[src/hw/rtl/spline_waypoint_path_player_top_defines.svh]
// assertion macros for the spline waypoint path player
`ifndef SPLINE_WAYPOINT_PATH_PLAYER_TOP_DEFINES_SVH
`define SPLINE_WAYPOINT_PATH_PLAYER_TOP_DEFINES_SVH

`ifndef NO_ASSERTIONS
`define SWPP_ASSERT_IMP(label, ante, cons, msg) \
    label: assert property (@(posedge i_clk) disable iff (!i_rst_n) (ante) |-> (cons)) \
        else $error(msg);
`define SWPP_ASSERT_NXT(label, ante, cons, msg) \
    label: assert property (@(posedge i_clk) disable iff (!i_rst_n) (ante) |=> (cons)) \
        else $error(msg);
`else
`define SWPP_ASSERT_IMP(label, ante, cons, msg)
`define SWPP_ASSERT_NXT(label, ante, cons, msg)
`endif

`endif

[src/hw/rtl/swpp_pkg.sv]
// shared types and constants of the spline waypoint path player
`default_nettype none
package swpp_pkg;
    localparam int MAX_WAYPOINTS = 16;
    localparam int IDX_W = (MAX_WAYPOINTS > 1) ? $clog2(MAX_WAYPOINTS) : 1;
    localparam int CNT_W = $clog2(MAX_WAYPOINTS + 1);
    localparam int POS_W = 32;
    localparam int ANG_W = 16;
    localparam int YAW_W = 17;
    localparam int DWELL_W = 24;
    localparam int DT_W = 16;
    localparam int TIME_W = 17;
    localparam int DLEFT_W = 25;
    localparam int H_W = 40;
    localparam int PROD_W = H_W + TIME_W + 1;
    localparam int YD_W = 18;
    localparam int APB_ADDR_W = 3;

    localparam logic [TIME_W-1:0] ONE_Q16 = TIME_W'(65536);
    localparam int HALF_TURN = 11520;
    localparam int FULL_TURN = 23040;

    localparam logic [APB_ADDR_W-1:0] ADDR_LOOP_ENABLE = APB_ADDR_W'(0);

    typedef logic [2:0] t_kind;
    localparam t_kind KIND_TICK   = 3'd0;
    localparam t_kind KIND_APPEND = 3'd1;
    localparam t_kind KIND_CLEAR  = 3'd2;
    localparam t_kind KIND_PLAY   = 3'd3;
    localparam t_kind KIND_PAUSE  = 3'd4;
    localparam t_kind KIND_STOP   = 3'd5;

    typedef enum logic [3:0] {
        S_IDLE,
        S_READ,
        S_LOAD,
        S_MUL,
        S_ACC,
        S_FIN,
        S_ANG_MUL,
        S_ANG_ACC,
        S_DONE
    } t_state;

    typedef enum logic [1:0] {
        OP_H,
        OP_YAW,
        OP_PITCH
    } t_opsel;

    typedef struct packed {
        logic signed [POS_W-1:0] x;
        logic signed [POS_W-1:0] y;
        logic signed [POS_W-1:0] z;
        logic signed [ANG_W-1:0] yaw;
        logic signed [ANG_W-1:0] pitch;
        logic [DWELL_W-1:0]      dwell;
    } t_wp;

    typedef struct packed {
        logic              we;
        logic [IDX_W-1:0]  wr_addr;
        logic              clr_pose;
        logic              rd_en;
        logic [1:0]        rd_slot;
        logic [IDX_W-1:0]  rd_addr;
        logic              load_d;
        logic              mul;
        t_opsel            op_sel;
        logic              acc;
        logic [1:0]        coef_sel;
        logic [1:0]        axis;
        logic              fin;
        logic              ang_acc;
        logic              load_out;
        logic [TIME_W-1:0] t;
    } t_dp_cmd;

    typedef struct packed {
        logic [DWELL_W-1:0] dwell_i2;
    } t_dp_stat;
endpackage
`default_nettype wire

[src/hw/rtl/swpp_ctrl.sv]
// path state, item decode and evaluation sequencer
`default_nettype none
`include "spline_waypoint_path_player_top_defines.svh"
module swpp_ctrl (
    input  logic                       i_clk,
    input  logic                       i_rst_n,
    input  logic                       i_in_valid,
    output logic                       o_in_ready,
    input  logic [2:0]                 i_kind,
    input  logic [swpp_pkg::DT_W-1:0]  i_dt,
    output logic                       o_out_valid,
    input  logic                       i_out_ready,
    output logic                       o_pose_valid,
    output logic                       o_in_progress,
    output logic                       o_path_done,
    input  logic                       i_loop_enable,
    input  swpp_pkg::t_dp_stat         i_stat,
    output swpp_pkg::t_dp_cmd          o_cmd
);
    import swpp_pkg::*;

    t_state r_state, n_state;
    logic [CNT_W-1:0]   r_count, n_count;
    logic [IDX_W-1:0]   r_seg, n_seg;
    logic [TIME_W-1:0]  r_time, n_time;
    logic [DLEFT_W-1:0] r_dleft, n_dleft;
    logic r_playing, n_playing, r_paused, n_paused;
    logic r_finished, n_finished, r_dwell, n_dwell;
    logic r_res_valid, n_res_valid, r_res_prog, n_res_prog;
    logic r_ovalid, n_ovalid, r_opv, r_oprog, r_odone;
    logic [1:0] r_cnt, n_cnt, r_axis, n_axis;
    logic r_ang, n_ang;

    logic in_acc, go_calc, out_load, active;
    logic [CNT_W-1:0] seg_c, seg_a, i1, i2, i0, i3;
    logic [IDX_W-1:0] idx [4];
    logic [TIME_W:0]  tsum;

    assign in_acc   = i_in_valid && o_in_ready;
    assign out_load = (r_state == S_DONE) && (!r_ovalid || i_out_ready);
    assign active   = r_playing && !r_paused && !r_finished && (r_count >= CNT_W'(2));
    assign seg_c    = CNT_W'(r_seg);
    assign seg_a    = r_dwell ? seg_c + CNT_W'(1) : seg_c;

    always_comb begin
        i1 = (seg_c > r_count - CNT_W'(2)) ? r_count - CNT_W'(2) : seg_c;
        i2 = i1 + CNT_W'(1);
        i0 = (i1 > '0) ? i1 - CNT_W'(1) : i1;
        i3 = (i2 + CNT_W'(1) < r_count) ? i2 + CNT_W'(1) : r_count - CNT_W'(1);
        idx[0] = i0[IDX_W-1:0];
        idx[1] = i1[IDX_W-1:0];
        idx[2] = i2[IDX_W-1:0];
        idx[3] = i3[IDX_W-1:0];
    end

    // path state update
    always_comb begin
        n_count     = r_count;
        n_seg       = r_seg;
        n_time      = r_time;
        n_dleft     = r_dleft;
        n_playing   = r_playing;
        n_paused    = r_paused;
        n_finished  = r_finished;
        n_dwell     = r_dwell;
        n_res_valid = r_res_valid;
        n_res_prog  = r_res_prog;
        go_calc     = 1'b0;
        tsum        = '0;
        if (in_acc) begin
            n_res_valid = 1'b0;
            n_res_prog  = 1'b0;
            unique case (i_kind) inside
                KIND_TICK: begin
                    if (active) begin
                        if ((seg_c + CNT_W'(1) >= r_count) && !r_dwell) begin
                            n_res_prog = 1'b1;
                        end else if (r_dwell && r_dleft > DLEFT_W'(i_dt)) begin
                            n_dleft    = r_dleft - DLEFT_W'(i_dt);
                            n_res_prog = 1'b1;
                        end else if (r_dwell && (seg_a + CNT_W'(1) >= r_count)
                                     && !i_loop_enable) begin
                            n_dleft    = '0;
                            n_dwell    = 1'b0;
                            n_seg      = seg_a[IDX_W-1:0];
                            n_time     = '0;
                            n_finished = 1'b1;
                            n_playing  = 1'b0;
                        end else begin
                            if (r_dwell) begin
                                n_dleft = '0;
                                n_dwell = 1'b0;
                                n_seg   = (seg_a + CNT_W'(1) >= r_count) ? '0
                                                                         : seg_a[IDX_W-1:0];
                            end
                            tsum = (r_dwell ? '0 : {1'b0, r_time}) + (TIME_W + 1)'(i_dt);
                            n_time      = (tsum > {1'b0, ONE_Q16}) ? ONE_Q16 : tsum[TIME_W-1:0];
                            n_res_valid = 1'b1;
                            n_res_prog  = 1'b1;
                            go_calc     = 1'b1;
                        end
                    end
                end
                KIND_APPEND: begin
                    if (r_count < CNT_W'(MAX_WAYPOINTS)) begin
                        n_count = r_count + CNT_W'(1);
                    end
                end
                KIND_CLEAR, KIND_STOP, KIND_PLAY: begin
                    if (i_kind != KIND_PLAY || r_count >= CNT_W'(2)) begin
                        n_seg      = '0;
                        n_time     = '0;
                        n_dleft    = '0;
                        n_paused   = 1'b0;
                        n_finished = 1'b0;
                        n_dwell    = 1'b0;
                        n_playing  = (i_kind == KIND_PLAY);
                    end
                    if (i_kind == KIND_CLEAR) begin
                        n_count = '0;
                    end
                end
                KIND_PAUSE: begin
                    n_paused = 1'b1;
                end
                default: begin
                end
            endcase
        end
        if (r_state == S_ANG_ACC && r_ang && r_time == ONE_Q16) begin
            n_dwell = 1'b1;
            n_dleft = DLEFT_W'(i_stat.dwell_i2);
        end
    end

    // next state
    always_comb begin
        n_state = r_state;
        n_cnt   = r_cnt;
        n_axis  = r_axis;
        n_ang   = r_ang;
        unique case (r_state)
            S_IDLE: begin
                n_cnt  = '0;
                n_axis = '0;
                n_ang  = 1'b0;
                if (in_acc) begin
                    n_state = go_calc ? S_READ : S_DONE;
                end
            end
            S_READ: begin
                n_cnt = r_cnt + 2'd1;
                if (r_cnt == 2'd3) begin
                    n_state = S_LOAD;
                end
            end
            S_LOAD:  n_state = S_MUL;
            S_MUL:   n_state = S_ACC;
            S_ACC: begin
                n_cnt   = r_cnt + 2'd1;
                n_state = (r_cnt == 2'd2) ? S_FIN : S_MUL;
            end
            S_FIN: begin
                n_cnt   = '0;
                n_axis  = r_axis + 2'd1;
                n_state = (r_axis == 2'd2) ? S_ANG_MUL : S_LOAD;
            end
            S_ANG_MUL: n_state = S_ANG_ACC;
            S_ANG_ACC: begin
                n_ang   = 1'b1;
                n_state = r_ang ? S_DONE : S_ANG_MUL;
            end
            S_DONE: begin
                if (out_load) begin
                    n_state = S_IDLE;
                end
            end
            default: n_state = S_IDLE;
        endcase
    end

    // datapath commands
    always_comb begin
        o_cmd          = '0;
        o_cmd.op_sel   = OP_H;
        o_cmd.t        = r_time;
        o_cmd.axis     = r_axis;
        o_cmd.coef_sel = r_cnt;
        o_cmd.wr_addr  = r_count[IDX_W-1:0];
        o_cmd.rd_slot  = r_cnt;
        o_cmd.rd_addr  = idx[r_cnt];
        unique case (r_state)
            S_IDLE: begin
                o_cmd.clr_pose = in_acc;
                o_cmd.we = in_acc && (i_kind == KIND_APPEND)
                           && (r_count < CNT_W'(MAX_WAYPOINTS));
            end
            S_READ:    o_cmd.rd_en = 1'b1;
            S_LOAD:    o_cmd.load_d = 1'b1;
            S_MUL:     o_cmd.mul = 1'b1;
            S_ACC:     o_cmd.acc = 1'b1;
            S_FIN:     o_cmd.fin = 1'b1;
            S_ANG_MUL: begin
                o_cmd.mul    = 1'b1;
                o_cmd.op_sel = r_ang ? OP_PITCH : OP_YAW;
            end
            S_ANG_ACC: begin
                o_cmd.ang_acc = 1'b1;
                o_cmd.op_sel  = r_ang ? OP_PITCH : OP_YAW;
            end
            S_DONE:    o_cmd.load_out = out_load;
            default: begin
            end
        endcase
    end

    assign n_ovalid = out_load ? 1'b1 : (i_out_ready ? 1'b0 : r_ovalid);

    always_ff @(posedge i_clk) begin
        if (!i_rst_n) begin
            r_state     <= S_IDLE;
            r_count     <= '0;
            r_seg       <= '0;
            r_time      <= '0;
            r_dleft     <= '0;
            r_playing   <= 1'b0;
            r_paused    <= 1'b0;
            r_finished  <= 1'b0;
            r_dwell     <= 1'b0;
            r_res_valid <= 1'b0;
            r_res_prog  <= 1'b0;
            r_ovalid    <= 1'b0;
            r_cnt       <= '0;
            r_axis      <= '0;
            r_ang       <= 1'b0;
        end else begin
            r_state     <= n_state;
            r_count     <= n_count;
            r_seg       <= n_seg;
            r_time      <= n_time;
            r_dleft     <= n_dleft;
            r_playing   <= n_playing;
            r_paused    <= n_paused;
            r_finished  <= n_finished;
            r_dwell     <= n_dwell;
            r_res_valid <= n_res_valid;
            r_res_prog  <= n_res_prog;
            r_ovalid    <= n_ovalid;
            r_cnt       <= n_cnt;
            r_axis      <= n_axis;
            r_ang       <= n_ang;
        end
    end

    always_ff @(posedge i_clk) begin
        if (out_load) begin
            r_opv   <= r_res_valid;
            r_oprog <= r_res_prog;
            r_odone <= r_finished;
        end
    end

    assign o_in_ready    = (r_state == S_IDLE);
    assign o_out_valid   = r_ovalid;
    assign o_pose_valid  = r_opv;
    assign o_in_progress = r_oprog;
    assign o_path_done   = r_odone;

    `SWPP_ASSERT_IMP(a_play_fin_excl, r_playing, !r_finished, "playing and finished together")
    `SWPP_ASSERT_IMP(a_dwell_playing, r_dwell, r_playing, "dwelling while not playing")
    `SWPP_ASSERT_IMP(a_time_range, 1'b1, r_time <= ONE_Q16, "segment time above one")
    `SWPP_ASSERT_IMP(a_calc_count, (r_state != S_IDLE) && (r_state != S_DONE),
                     r_count >= CNT_W'(2), "evaluating with too few waypoints")
    `SWPP_ASSERT_NXT(a_calc_start, in_acc && go_calc, r_state == S_READ && r_res_valid,
                     "pose evaluation not started")
endmodule
`default_nettype wire

[config.mk]
export PLATFORM = sky130hd
export DESIGN_NAME = swpp_ctrl
export DESIGN_NICKNAME = d
export VERILOG_FILES = /design/src/hw/rtl/swpp_pkg.sv /design/src/hw/rtl/swpp_ctrl.sv
export VERILOG_INCLUDE_DIRS = /design/src /design/src/hw/rtl
export SDC_FILE = /design/constraint.sdc
export NUM_CORES = 1
export LEC_CHECK = 0
export BUFFER_PORTS_ARGS = -buffer_cell sky130_fd_sc_hd__buf_4
export CORE_MARGIN = 2
export CORE_UTILIZATION = 45
export CTS_BUF_LIST = sky130_fd_sc_hd__clkbuf_16
export DETAILED_ROUTE_END_ITERATION = 10
export GPL_ROUTABILITY_DRIVEN = 0
export PLACE_DENSITY_LB_ADDON = 0.2
export SLEW_MARGIN = 20
export SYNTH_ARGS = -nofsm -noshare
export SYNTH_HDL_FRONTEND = slang
export SYNTH_SLANG_ARGS = --single-unit
[constraint.sdc]
create_clock -name i_clk -period 4.9 [get_ports i_clk]
set_input_delay 0.49 -clock i_clk [delete_from_list [all_inputs] [get_ports i_clk]]
set_output_delay 0.49 -clock i_clk [all_outputs]
set_load 0.05 [all_outputs]
==> results.sh, run 1 <==
export IMPL_cellPowerDensity_nw_per_um2=205.3
export IMPL_layout_nets=1085
export IMPL_via_count=6571
export IMPL_worst_clock_skew_ns=0.006120
export IMPL_critPathLaunchType="register"
export IMPL_hpwl_um=13460
export IMPL_fin_crit_sh=1.023
export IMPL_synth_ff_type="sky130_fd_sc_hd__dfxtp_1"
export IMPL_cp_endpoint="o_cmd[29]"
export IMPL_synthTopCellsByArea="sky130_fd_sc_hd__dfxtp_1 21%, sky130_fd_sc_hd__ha_1 13%, sky130_fd_sc_hd__o21ai_0 5.7%, sky130_fd_sc_hd__a21oi_1 5.5%, sky130_fd_sc_hd__nand2_1 4.7%"
export IMPL_synth_xor_area_frac=0.05323
export IMPL_worst_margin_pin_slew_ns=1.052
export IMPL_relSlewSlack=0.2983
export IMPL_yosysTopAreaCell="sky130_fd_sc_hd__dfxtp_1"
export IMPL_crit_start="r_count[1]$_SDFFE_PN0P_"
export IMPL_yosysSeqAreaShare=0.2230
export IMPL_synth_compound_area_frac=0.2578
export IMPL_placement_rows=43
export IMPL_filler_cell_count=1303
export IMPL_critPathRequiredTime_ns=4.41
export IMPL_floorplan_initialDensity=0.4623
export IMPL_mappedNetlistNets=981
export IMPL_netlist_instances=864
export IMPL_detailed_route_vias_per_instance=5.699
export IMPL_setup_worst_path_end_class="primary output"
export IMPL_yosysTopAreaCellShare=0.2090
export IMPL_cts_buffers=9
export IMPL_die_w_um=123.4
export IMPL_global_route_usage_total=0.2468
export IMPL_arrival_ns=4.52
export IMPL_yosys_area_share_adder=0.1369
export IMPL_worst_skew_pair_late_latency_ns=0.35
export IMPL_final_util=0.5814
export IMPL_power_combinational_fraction=0.199
export IMPL_leakage_nw=3.622
export IMPL_post_route_drc_count=0
export IMPL_power_frac_clock=0.438
export IMPL_post_synth_cell_area_avg_sq_um=7.428
export IMPL_muxShareOfSynthArea=0.02242
export IMPL_path_clk_slew_ns=0.06
export IMPL_min_delay_path_class="register to register"
export IMPL_place_ws_ns=-0.08403
export IMPL_routed_wl_um=18540
export IMPL_setup_slack_of_the_critical_path_after_layout_ns=-0.1132
export IMPL_area_of_the_mapped_netlist_sq_um=6417
export IMPL_power_switching_share=0.2929
export IMPL_intPower_w=0.001171
export IMPL_length_in_cells_of_the_worst_reg_to_reg_path=11
export IMPL_drive_gt1_frac=0.2199
export IMPL_io_pins=95
export IMPL_numClockSinks=70
export IMPL_flow_area_growth_from_synthesis_pct=25.76
export IMPL_cap_viol_max_count=0
export IMPL_worst_path_max_fanout=5
export IMPL_maxSlewViolCount=0
export IMPL_clock_tree_from_tritoncts="done"
export IMPL_die_area_sq_um=15230
export IMPL_slowest_delay_ns=0.35
export IMPL_synth_cells_most_frequent="81 x sky130_fd_sc_hd__nand2_1, 73 x sky130_fd_sc_hd__o21ai_0, 70 x sky130_fd_sc_hd__a21oi_1"
export IMPL_clk_path_buf_depth=2
export IMPL_grt_first_pass_wirelength_um=29620
export IMPL_violation_count_after_the_first_detailed_routing_iteration=345
export IMPL_grt_ovfl_total=0
export IMPL_worst_setup_path_category="register to primary output"
export IMPL_portBuffers=94
export IMPL_post_synth_top_count_cell="sky130_fd_sc_hd__nand2_1"
export IMPL_clock_fmax_mhz=199.5
export IMPL_grt_util_met2=0.4104
export IMPL_hold_start="r_res_prog$_SDFFE_PN0P_"
export IMPL_synth_simple_gate_area_frac=0.2384
export IMPL_first_global_vias=6043
export IMPL_chipHeight_um=123.4
export IMPL_combinational_family_with_the_most_area_after_synthesis="compound AO/OA/AOI/OAI gates"
export IMPL_critical_path_slowest_cell="sky130_fd_sc_hd__dfxtp_2"
export IMPL_rr_endpoint="r_time[2]$_SDFFE_PN0P_"
export IMPL_asyncSetResetFlopFracSynth=0
export IMPL_setup_repair_after_global_routing_missed_its_margin="true"
export IMPL_core_region_area_sq_um=13880
export IMPL_path_cells="inv_4 > ha_4 > ha_1 > a21oi_2 > o221ai_2 > and2_4 > nor2_1 > a21o_1 > inv_2 > ha_4 > and2_4 > o211ai_1 > nand2b_4 > a31oi_4 > xnor2_2 > ha_2 > nor3_2 > a211o_1 > buf_6 > mux2i_2 > a21oi_2 > a21oi_4 > buf_6"
export IMPL_grt_antenna_before_repair=0
export IMPL_setup_reg_to_reg_worst_slack_ns=1.15
export IMPL_synth_lib_cells_used_distinct=69
export IMPL_grt_busiest_layer="met2"
export IMPL_synth_edf_count=3
export IMPL_timing_final_hold_violations=0
export IMPL_synth_warning_count=0
export IMPL_crit_reg2reg_launch="r_dwell$_SDFFE_PN0P_"
export IMPL_violations="negative setup slack"
export IMPL_grt_max_degree=30
export IMPL_irDropWorstVdd_uv=176.9
export IMPL_grt_use_met3=0.04935
export IMPL_run_status="complete, but fails checks"
export IMPL_routed_wire_length_per_instance_um=16.08
export IMPL_tritonroute_pass_1_iters=5
export IMPL_groute_layer_met1_usage=0.3194
export IMPL_num_antenna_cells=0
export IMPL_post_route_min_period_ns=5.013
export IMPL_power_share_sequential=0.363
export IMPL_total_switching_power_w=0.0004853
export IMPL_drt_antenna_violating_nets=0
export IMPL_yosys_register_bits=70
export IMPL_ctsHtreeMaxLevel=3
export IMPL_finalSetupViolCount=4
export IMPL_cts_root_buffer="sky130_fd_sc_hd__clkbuf_16"
worst max-delay path, delay by kind of cell, from the launching register on:
| family | cells | cell delay, ns |
|---|---|---|
| adder cells (fa/ha/maj) | 4 | 1.05 |
| AND/OR/NAND/NOR | 5 | 0.64 |
| AO/OA/AOI/OAI | 8 | 1.31 |
| XOR/XNOR | 1 | 0.15 |
| flip-flops | 1 | 0.35 |
| buffers and inverters | 4 | 0.45 |
| multiplexers | 1 | 0.23 |
state kept, by name, indices dropped and copies added (netlist names):
signal,cells
r_paused,1
r_finished,1
r_count,5
r_ang,1
r_res_valid,1
r_dleft,25
o_out_valid,1
o_pose_valid,1
r_state,4
r_seg,4
r_time,17
r_playing,1
o_in_progress,1
r_dwell,1
r_res_prog,1
r_cnt,2
r_axis,2
o_path_done,1
timing repair:
action / 4_1_cts / 5_1_grt
gates resized for setup: 35 / 7
gates cloned: 0 / 0
endpoints found under the setup margin: 4 / 4
pin swaps: 19 / 7
hold buffers: 0 / 0
setup buffers: 18 / 4
cell families after synthesis:
| group | Yosys count |
|---|---|
| mux | 14 |
| buf+inv | 103 |
| fa+ha+maj | 69 |
| xor+xnor | 39 |
| simple gates | 305 |
| flops | 70 |
| compound gates | 264 |
metal layers:
| layer | part of all wire | routed length, um |
|---|---|---|
| met1 | 0.46 | 8485 |
| met2 | 0.47 | 8731 |
| met3 | 0.049 | 912 |
| met4 | 0.022 | 414 |
| met5 | 0 | 0 |
power by group through the flow:
stage | combinational (W) | clock (W) | sequential, W
5_1_grt | 0.000364 | 0.000764 | 0.000604
3_3_place_gp | 0.000323 | 0 | 0.000614
3_5_place_dp | 0.000324 | 0 | 0.000614
6_report | 0.000329 | 0.000725 | 0.000602
4_1_cts | 0.000328 | 0.000741 | 0.000602
2_1_floorplan | 0.000213 | 0 | 0.000629
worst min path at each step:
| stage | to | slack, ns | depth (start not counted) |
|---|---|---|---|
| floorplan | o_in_progress$_DFFE_PP_ | 0.41 | 0 |
| global placement | o_pose_valid$_DFFE_PP_ | 0.41 | 0 |
| detailed placement | o_pose_valid$_DFFE_PP_ | 0.42 | 0 |
| CTS | r_dleft[7]$_SDFFE_PN0P_ | 0.42 | 3 |
| global route | o_out_valid$_SDFFE_PN0P_ | 0.43 | 4 |
| finish | o_in_progress$_DFFE_PP_ | 0.43 | 0 |
stage by stage:
step | instance area [sq um] | setup TNS [ns] | std cells | total power (W) | hold slack [ns]
after global placement | 7366 | 0 | 1115 | 0.0009370 | 0.4143
after floorplan | 6487 | 0 | 864 | 0.0008427 | 0.4081
after CTS | 8010 | -0.09030 | 1149 | 0.001671 | 0.4244
final | 8070 | -0.4008 | 1153 | 0.001657 | 0.4269
after detailed placement | 7366 | -0.08403 | 1115 | 0.0009383 | 0.4202
after global routing | 8070 | -1.206 | 1153 | 0.001733 | 0.4290
area by class of cell:
class	count	area [sq um]	area share
flip-flops and latches	70	1434	0.1777
clock buffers	9	225.2	0.02791
repair buffers	139	1066	0.1321
clock inverters	7	98.84	0.01225
multi-input cells	691	4797	0.5944
well taps	180	225.2	0.02791
inverters	57	224.0	0.02775
placed cells by master, fill, tap and decap left out, types with 16 or more instances in the layout:
cell type,n
sky130_fd_sc_hd__o21ai_0,72
sky130_fd_sc_hd__xnor2_1,25
sky130_fd_sc_hd__nor2b_1,26
sky130_fd_sc_hd__buf_4,133
sky130_fd_sc_hd__ha_1,59
sky130_fd_sc_hd__nand3_1,27
sky130_fd_sc_hd__dfxtp_1,65
sky130_fd_sc_hd__a21oi_1,65
sky130_fd_sc_hd__nand2b_1,16
sky130_fd_sc_hd__nor2_1,64
sky130_fd_sc_hd__inv_1,51
sky130_fd_sc_hd__nor3_1,16
sky130_fd_sc_hd__nand2_1,79
Power figures use the tool's default switching activity.
==> inputs of run 2 (changes only) <==
--- a/config.mk
+++ b/config.mk
@@ -7,11 +7,11 @@
 export NUM_CORES = 1
 export LEC_CHECK = 0
 export BUFFER_PORTS_ARGS = -buffer_cell sky130_fd_sc_hd__buf_4
-export CORE_MARGIN = 2
 export CORE_UTILIZATION = 45
 export CTS_BUF_LIST = sky130_fd_sc_hd__clkbuf_16
 export DETAILED_ROUTE_END_ITERATION = 10
 export GPL_ROUTABILITY_DRIVEN = 0
+export GPL_TIMING_DRIVEN = 0
 export PLACE_DENSITY_LB_ADDON = 0.2
 export SLEW_MARGIN = 20
 export SYNTH_ARGS = -nofsm -noshare
==> run 2 against run 1 <==
Critical path type unchanged. Sequential power barely moved. Maximum frequency fell by 3.5%. The run still ends with negative setup slack left. Power fell by 2.9%. Non-clock buffer count rose by 21. Clock-buffer cell count rose by 1.
==> results.sh, run 2 (synthesized netlist as in run 1, its figures left out) <==
export IMPL_setup_reg_to_reg_worst_slack_ns=0.49
export IMPL_power_frac_clock=0.417
export IMPL_floorplan_initialDensity=0.4623
export IMPL_grt_first_pass_wirelength_um=30020
export IMPL_biggestRegsByFlops="r_dleft x25, r_time x17, r_count x5"
export IMPL_layout_common_cells="119 x sky130_fd_sc_hd__buf_4, 81 x sky130_fd_sc_hd__nand2_1, 71 x sky130_fd_sc_hd__o21ai_0, 65 x sky130_fd_sc_hd__a21oi_1, 65 x sky130_fd_sc_hd__dfxtp_1"
export IMPL_cts_buffers=9
export IMPL_fin_crit_sh=1.061
export IMPL_largest_reg_flops=25
export IMPL_num_antenna_cells=0
export IMPL_hpwl_um=13770
export IMPL_critPathLaunchType="register"
export IMPL_routed_wl_um=18650
export IMPL_finalSetupViolCount=4
export IMPL_relSlewSlack=0.4567
export IMPL_grt_ovfl_total=0
export IMPL_layout_nets=1106
export IMPL_power_switching_share=0.3133
export IMPL_violations="negative setup slack"
export IMPL_detailed_route_vias_per_instance=5.607
export IMPL_violation_count_after_the_first_detailed_routing_iteration=360
export IMPL_largest_register="r_dleft"
export IMPL_leakage_nw=3.590
export IMPL_clock_tree_from_tritoncts="done"
export IMPL_post_route_min_period_ns=5.196
export IMPL_path_clk_slew_ns=0.07
export IMPL_worst_path_max_fanout=7
export IMPL_critPathRequiredTime_ns=4.41
export IMPL_worst_clock_skew_ns=0.01177
export IMPL_ctsHtreeMaxLevel=3
export IMPL_whs_ns=0.4309
export IMPL_intPower_w=0.001105
export IMPL_finish_instance_area_sq_um=8108
export IMPL_layout_commonest_cell="sky130_fd_sc_hd__buf_4"
export IMPL_dpl_instance_area_sq_um=7411
export IMPL_core_region_area_sq_um=13880
export IMPL_die_area_sq_um=14740
export IMPL_placement_rows=43
export IMPL_flow_area_growth_from_synthesis_pct=26.34
export IMPL_arrival_ns=4.71
export IMPL_final_util=0.5841
export IMPL_clk_path_buf_depth=2
export IMPL_cap_viol_max_count=0
export IMPL_routed_wire_length_per_instance_um=15.89
export IMPL_setup_repair_after_global_routing_missed_its_margin="true"
export IMPL_portBuffers=93
export IMPL_worst_margin_pin_slew_ns=0.8101
export IMPL_power_share_sequential=0.373
export IMPL_irDropWorstVdd_uv=160.5
export IMPL_grt_max_degree=15
export IMPL_drive_gt1_frac=0.2012
export IMPL_timing_final_hold_violations=0
export IMPL_setup_tns_final_ns=-0.9585
export IMPL_total_switching_power_w=0.0005039
export IMPL_final_instance_count_excl_fill=1174
export IMPL_chipHeight_um=121.4
export IMPL_first_global_vias=6079
export IMPL_setup_worst_path_end_class="primary output"
export IMPL_die_w_um=121.4
export IMPL_global_route_usage_total=0.2596
export IMPL_via_count=6583
export IMPL_worst_skew_pair_late_latency_ns=0.35
export IMPL_maxSlewViolCount=0
export IMPL_tritonroute_pass_1_iters=5
export IMPL_io_pins=95
export IMPL_post_route_drc_count=0
export IMPL_cellPowerDensity_nw_per_um2=198.4
export IMPL_min_delay_path_class="input pin to register"
export IMPL_numClockSinks=70
export IMPL_power_combinational_fraction=0.209
export IMPL_grt_antenna_before_repair=1
export IMPL_clock_fmax_mhz=192.4
export IMPL_worst_setup_path_category="register to primary output"
export IMPL_run_status="complete, but fails checks"
export IMPL_cts_root_buffer="sky130_fd_sc_hd__clkbuf_16"
export IMPL_drt_antenna_violating_nets=0
export IMPL_setup_slack_of_the_critical_path_after_layout_ns=-0.2965
export IMPL_placedCellCount=1137
run 2: final cells by class:
class	count	area, sq um
fillers	1336	5773
multi-input cells	691	4807
flip-flops and latches	70	1439
repair buffers	116	893.4
clock buffers	10	250.2
inverters	57	227.7
well taps	180	225.2
plain buffers	44	215.2
clock inverters	6	50.05
run 2: critical path, stage by stage, from the launching register on:
cell,delay [ns]
sky130_fd_sc_hd__dfxtp_4,0.37
sky130_fd_sc_hd__inv_8,0.07
sky130_fd_sc_hd__ha_4,0.14
sky130_fd_sc_hd__xor2_1,0.15
sky130_fd_sc_hd__inv_1,0.10
sky130_fd_sc_hd__ha_4,0.28
sky130_fd_sc_hd__nand4_1,0.10
sky130_fd_sc_hd__and3_4,0.18
sky130_fd_sc_hd__and2_4,0.19
sky130_fd_sc_hd__nor2_4,0.08
sky130_fd_sc_hd__a21o_1,0.13
sky130_fd_sc_hd__inv_2,0.09
sky130_fd_sc_hd__ha_4,0.19
sky130_fd_sc_hd__and2_4,0.15
sky130_fd_sc_hd__o211ai_1,0.24
sky130_fd_sc_hd__nand2b_4,0.11
sky130_fd_sc_hd__a31oi_4,0.21
sky130_fd_sc_hd__xnor2_2,0.16
sky130_fd_sc_hd__ha_4,0.23
sky130_fd_sc_hd__nor3_2,0.14
sky130_fd_sc_hd__a211o_1,0.21
sky130_fd_sc_hd__buf_6,0.14
sky130_fd_sc_hd__mux2i_1,0.19
sky130_fd_sc_hd__mux2i_1,0.14
sky130_fd_sc_hd__a21oi_4,0.19
sky130_fd_sc_hd__buf_6,0.17
run 2: stage by stage:
| step | worst slack, ns | power, W |
|---|---|---|
| global placement | -0.6304 | 0.0009423 |
| detailed placement | -0.6566 | 0.0009443 |
| global route | -0.4955 | 0.001676 |
| floorplan | 0.02482 | 0.0008427 |
| CTS | -0.2517 | 0.001616 |
| finish | -0.2965 | 0.001608 |
run 2: repair_timing:
action,in CTS,in global routing
pin swaps,12,14
endpoints found under the setup margin,4,4
hold buffers,0,0
buffers inserted,20,3
gates resized for setup,42,9
run 2: path summary, 6_finish.rpt:
path,from,to,depth (start not counted)
worst max-delay path,r_count[1]$_SDFFE_PN0P_,o_cmd[30],25
worst min-delay path,i_out_ready,o_out_valid$_SDFFE_PN0P_,4
worst max register to register,r_dwell$_SDFFE_PN0P_,r_time[12]$_SDFFE_PN0P_,14
worst min register to register,r_res_valid$_SDFFE_PN0P_,o_pose_valid$_DFFE_PP_,0
run 2: power by group through the flow:
stage	clock network, W	registers [W]	logic, W
floorplan	0	0.000629	0.000213
CTS	0.000681	0.000600	0.000335
detailed placement	0	0.000614	0.000330
global route	0.000703	0.000602	0.000371
finish	0.000671	0.000600	0.000337
global placement	0	0.000614	0.000328
run 2: metal layers:
metal  track usage  routed length (um)
met5             0                   9
met4       0.09954                 461
met3       0.04370                 930
met2        0.4329                8748
met1        0.3318                8499
==> inputs of run 3 (changes only) <==
--- a/config.mk
+++ b/config.mk
@@ -6,10 +6,10 @@
 export SDC_FILE = /design/constraint.sdc
 export NUM_CORES = 1
 export LEC_CHECK = 0
-export BUFFER_PORTS_ARGS = -buffer_cell sky130_fd_sc_hd__buf_4
 export CORE_UTILIZATION = 45
 export CTS_BUF_LIST = sky130_fd_sc_hd__clkbuf_16
 export DETAILED_ROUTE_END_ITERATION = 10
+export DONT_BUFFER_PORTS = 1
 export GPL_ROUTABILITY_DRIVEN = 0
 export GPL_TIMING_DRIVEN = 0
 export PLACE_DENSITY_LB_ADDON = 0.2
==> run 3 against run 2 <==
The flow still finishes with violations (negative setup slack). Clock-buffer cell count is 1 lower. Global-route usage is 0.18 points lower. Maximum frequency is 0.54% higher. Register-to-register slack better by 0.07 ns. Clock power is 5.5% higher. Sequential share of layout area is 1.5 points higher. Combinational power is 19% lower. Final area is 7.9% lower. Sequential cell count stayed put. Sequential power is 3.3% higher. Largest cell class unchanged. Highest routed layer unchanged.
==> results.sh, run 3 (synthesized netlist as in run 1, its figures left out) <==
export IMPL_run_status="complete, but fails checks"
export IMPL_violations="negative setup slack"
export IMPL_cellPowerDensity_nw_per_um2=214.4
export IMPL_placement_rows=43
export IMPL_worst_margin_pin_slew_ns=0.9419
export IMPL_die_area_sq_um=14740
export IMPL_global_route_usage_total=0.2577
export IMPL_drt_antenna_violating_nets=0
export IMPL_worst_path_max_fanout=5
export IMPL_violation_count_after_the_first_detailed_routing_iteration=308
export IMPL_grt_util_met2=0.4222
export IMPL_flow_area_growth_from_synthesis_pct=16.36
export IMPL_grt_max_degree=13
export IMPL_floorplan_initialDensity=0.4623
export IMPL_intPower_w=0.001136
export IMPL_portBuffers=0
export IMPL_setup_worst_path_end_class="primary output"
export IMPL_path_clk_slew_ns=0.06
export IMPL_placedCellCount=1047
export IMPL_ctsHtreeMaxLevel=3
export IMPL_finalSetupViolCount=4
export IMPL_maxSlewViolCount=0
export IMPL_groute_layer_met1_usage=0.3185
export IMPL_arrival_ns=4.68
export IMPL_power_combinational_fraction=0.171
export IMPL_layout_common_cells="81 x sky130_fd_sc_hd__nand2_1, 71 x sky130_fd_sc_hd__o21ai_0, 65 x sky130_fd_sc_hd__a21oi_1, 64 x sky130_fd_sc_hd__dfxtp_1, 63 x sky130_fd_sc_hd__nor2_1"
export IMPL_irDropWorstVdd_uv=153.5
export IMPL_layout_commonest_cell="sky130_fd_sc_hd__nand2_1"
export IMPL_tritonroute_pass_1_iters=5
export IMPL_final_instance_count_excl_fill=1090
export IMPL_critPathLaunchType="register"
export IMPL_cap_viol_max_count=0
export IMPL_clk_path_buf_depth=2
export IMPL_drive_gt1_frac=0.1287
export IMPL_total_switching_power_w=0.0004654
export IMPL_detailed_route_vias_per_instance=5.740
export IMPL_core_region_area_sq_um=13880
export IMPL_grt_antenna_before_repair=2
export IMPL_cts_buffers=9
export IMPL_via_count=6257
export IMPL_clock_tree_from_tritoncts="done"
export IMPL_routed_wire_length_per_instance_um=17.11
export IMPL_grt_first_pass_wirelength_um=29330
export IMPL_fin_crit_sh=1.055
export IMPL_grt_busiest_layer="met2"
export IMPL_leakage_nw=3.184
export IMPL_worst_setup_path_category="register to primary output"
export IMPL_setup_tns_final_ns=-0.8832
export IMPL_largest_reg_flops=25
export IMPL_critPathRequiredTime_ns=4.41
export IMPL_cts_root_buffer="sky130_fd_sc_hd__clkbuf_16"
export IMPL_setup_repair_after_global_routing_missed_its_margin="true"
export IMPL_relSlewSlack=0.3697
export IMPL_numClockSinks=70
export IMPL_chipHeight_um=121.4
export IMPL_setup_slack_of_the_critical_path_after_layout_ns=-0.2683
export IMPL_die_w_um=121.4
export IMPL_clock_fmax_mhz=193.5
export IMPL_filler_cell_count=1368
export IMPL_length_in_cells_of_the_worst_reg_to_reg_path=14
export IMPL_min_delay_path_class="input pin to register"
export IMPL_cp_endpoint="o_cmd[31]"
export IMPL_place_ws_ns=-0.5690
export IMPL_grt_ovfl_total=0
export IMPL_worst_clock_skew_ns=0.007077
export IMPL_dpl_instance_area_sq_um=6753
export IMPL_rr_endpoint="r_time[9]$_SDFFE_PN0P_"
export IMPL_post_route_min_period_ns=5.168
export IMPL_first_global_vias=5846
export IMPL_hpwl_um=13720
export IMPL_power_frac_clock=0.442
export IMPL_largest_register="r_dleft"
export IMPL_layout_nets=1021
export IMPL_crit_reg2reg_launch="r_dwell$_SDFFE_PN0P_"
export IMPL_timing_final_hold_violations=0
export IMPL_post_route_drc_count=0
export IMPL_biggestRegsByFlops="r_dleft x25, r_time x17, r_count x5"
export IMPL_power_switching_share=0.2907
export IMPL_worst_skew_pair_late_latency_ns=0.34
export IMPL_crit_start="r_count[1]$_SDFFE_PN0P_"
export IMPL_power_share_sequential=0.387
export IMPL_routed_wl_um=18650
export IMPL_finish_instance_area_sq_um=7467
export IMPL_grt_use_met3=0.05780
export IMPL_io_pins=95
export IMPL_cts_hold_fix_buffers=0
export IMPL_setup_reg_to_reg_worst_slack_ns=0.56
-- run 3: final cells by class --
cell class / instances / area (sq um) / share of cell area
diodes: 1 / 2.502 / 0.0003351
plain buffers: 44 / 215.2 / 0.02882
clock buffers: 9 / 225.2 / 0.03016
clock inverters: 7 / 90.09 / 0.01206
inverters: 57 / 225.2 / 0.03016
multi-input cells: 691 / 4815 / 0.6448
flip-flops and latches: 70 / 1440 / 0.1929
well taps: 180 / 225.2 / 0.03016
repair buffers: 31 / 229.0 / 0.03066
-- run 3: power groups by stage --
stage	clock network [W]	registers [W]	logic [W]
finish	0.000708	0.000620	0.000273
global route	0.000750	0.000622	0.000307
CTS	0.000725	0.000619	0.000271
detailed placement	0	0.000633	0.000267
global placement	0	0.000633	0.000267
floorplan	0	0.000629	0.000213
-- run 3: stage by stage --
stage / hold WS (ns) / utilization / power, W
4_1_cts: 0.3449 / 0.5287 / 0.001616
3_3_place_gp: 0.4169 / 0.4836 / 0.0008997
2_1_floorplan: 0.4081 / - / 0.0008427
5_1_grt: 0.3642 / 0.5378 / 0.001678
6_report: 0.3538 / 0.5379 / 0.001601
3_5_place_dp: 0.4267 / 0.4865 / 0.0009004
-- run 3: metal layers --
layer	vias to the layer above	routed length, um
li1	3169	-
met1	2889	8206
met2	166	8833
met3	31	1130
met4	2	468
met5	-	11
-- run 3: critical path: stages (launching register included) --
cell and delay [ns]:
sky130_fd_sc_hd__dfxtp_4 0.37, sky130_fd_sc_hd__inv_8 0.07, sky130_fd_sc_hd__ha_4 0.14, sky130_fd_sc_hd__xor2_1 0.15, sky130_fd_sc_hd__inv_1 0.10, sky130_fd_sc_hd__ha_4 0.29
sky130_fd_sc_hd__nand3_2 0.07, sky130_fd_sc_hd__o221ai_2 0.21, sky130_fd_sc_hd__buf_4 0.18, sky130_fd_sc_hd__a21oi_1 0.08, sky130_fd_sc_hd__a21o_1 0.25, sky130_fd_sc_hd__inv_2 0.11
sky130_fd_sc_hd__ha_4 0.13, sky130_fd_sc_hd__nand2_1 0.08, sky130_fd_sc_hd__mux2i_4 0.22, sky130_fd_sc_hd__buf_6 0.13, sky130_fd_sc_hd__buf_4 0.12, sky130_fd_sc_hd__a31oi_4 0.04
sky130_fd_sc_hd__xnor2_2 0.18, sky130_fd_sc_hd__ha_4 0.29, sky130_fd_sc_hd__nor3_2 0.04, sky130_fd_sc_hd__a211o_1 0.31, sky130_fd_sc_hd__buf_4 0.17, sky130_fd_sc_hd__mux2_4 0.20
sky130_fd_sc_hd__mux2i_4 0.07, sky130_fd_sc_hd__a21oi_4 0.36
-- run 3: worst min-delay path by stage --
stage               slack [ns]                startpoint                       end  cells past startpoint
detailed placement        0.43  r_res_valid$_SDFFE_PN0P_    o_pose_valid$_DFFE_PP_                      0
global placement          0.42  r_res_valid$_SDFFE_PN0P_    o_pose_valid$_DFFE_PP_                      0
floorplan                 0.41   r_res_prog$_SDFFE_PN0P_   o_in_progress$_DFFE_PP_                      0
CTS                       0.34                 i_stat[8]   r_dleft[8]$_SDFFE_PN0P_                      2
finish                    0.35                 i_stat[8]   r_dleft[8]$_SDFFE_PN0P_                      2
global route              0.36                i_stat[10]  r_dleft[10]$_SDFFE_PN0P_                      2
-- run 3: timing repair --
item	in CTS	in global routing
setup endpoints to repair	4	4
cloned	0	0
buffers inserted	17	11
gates resized for setup	29	13
pin swaps	13	18
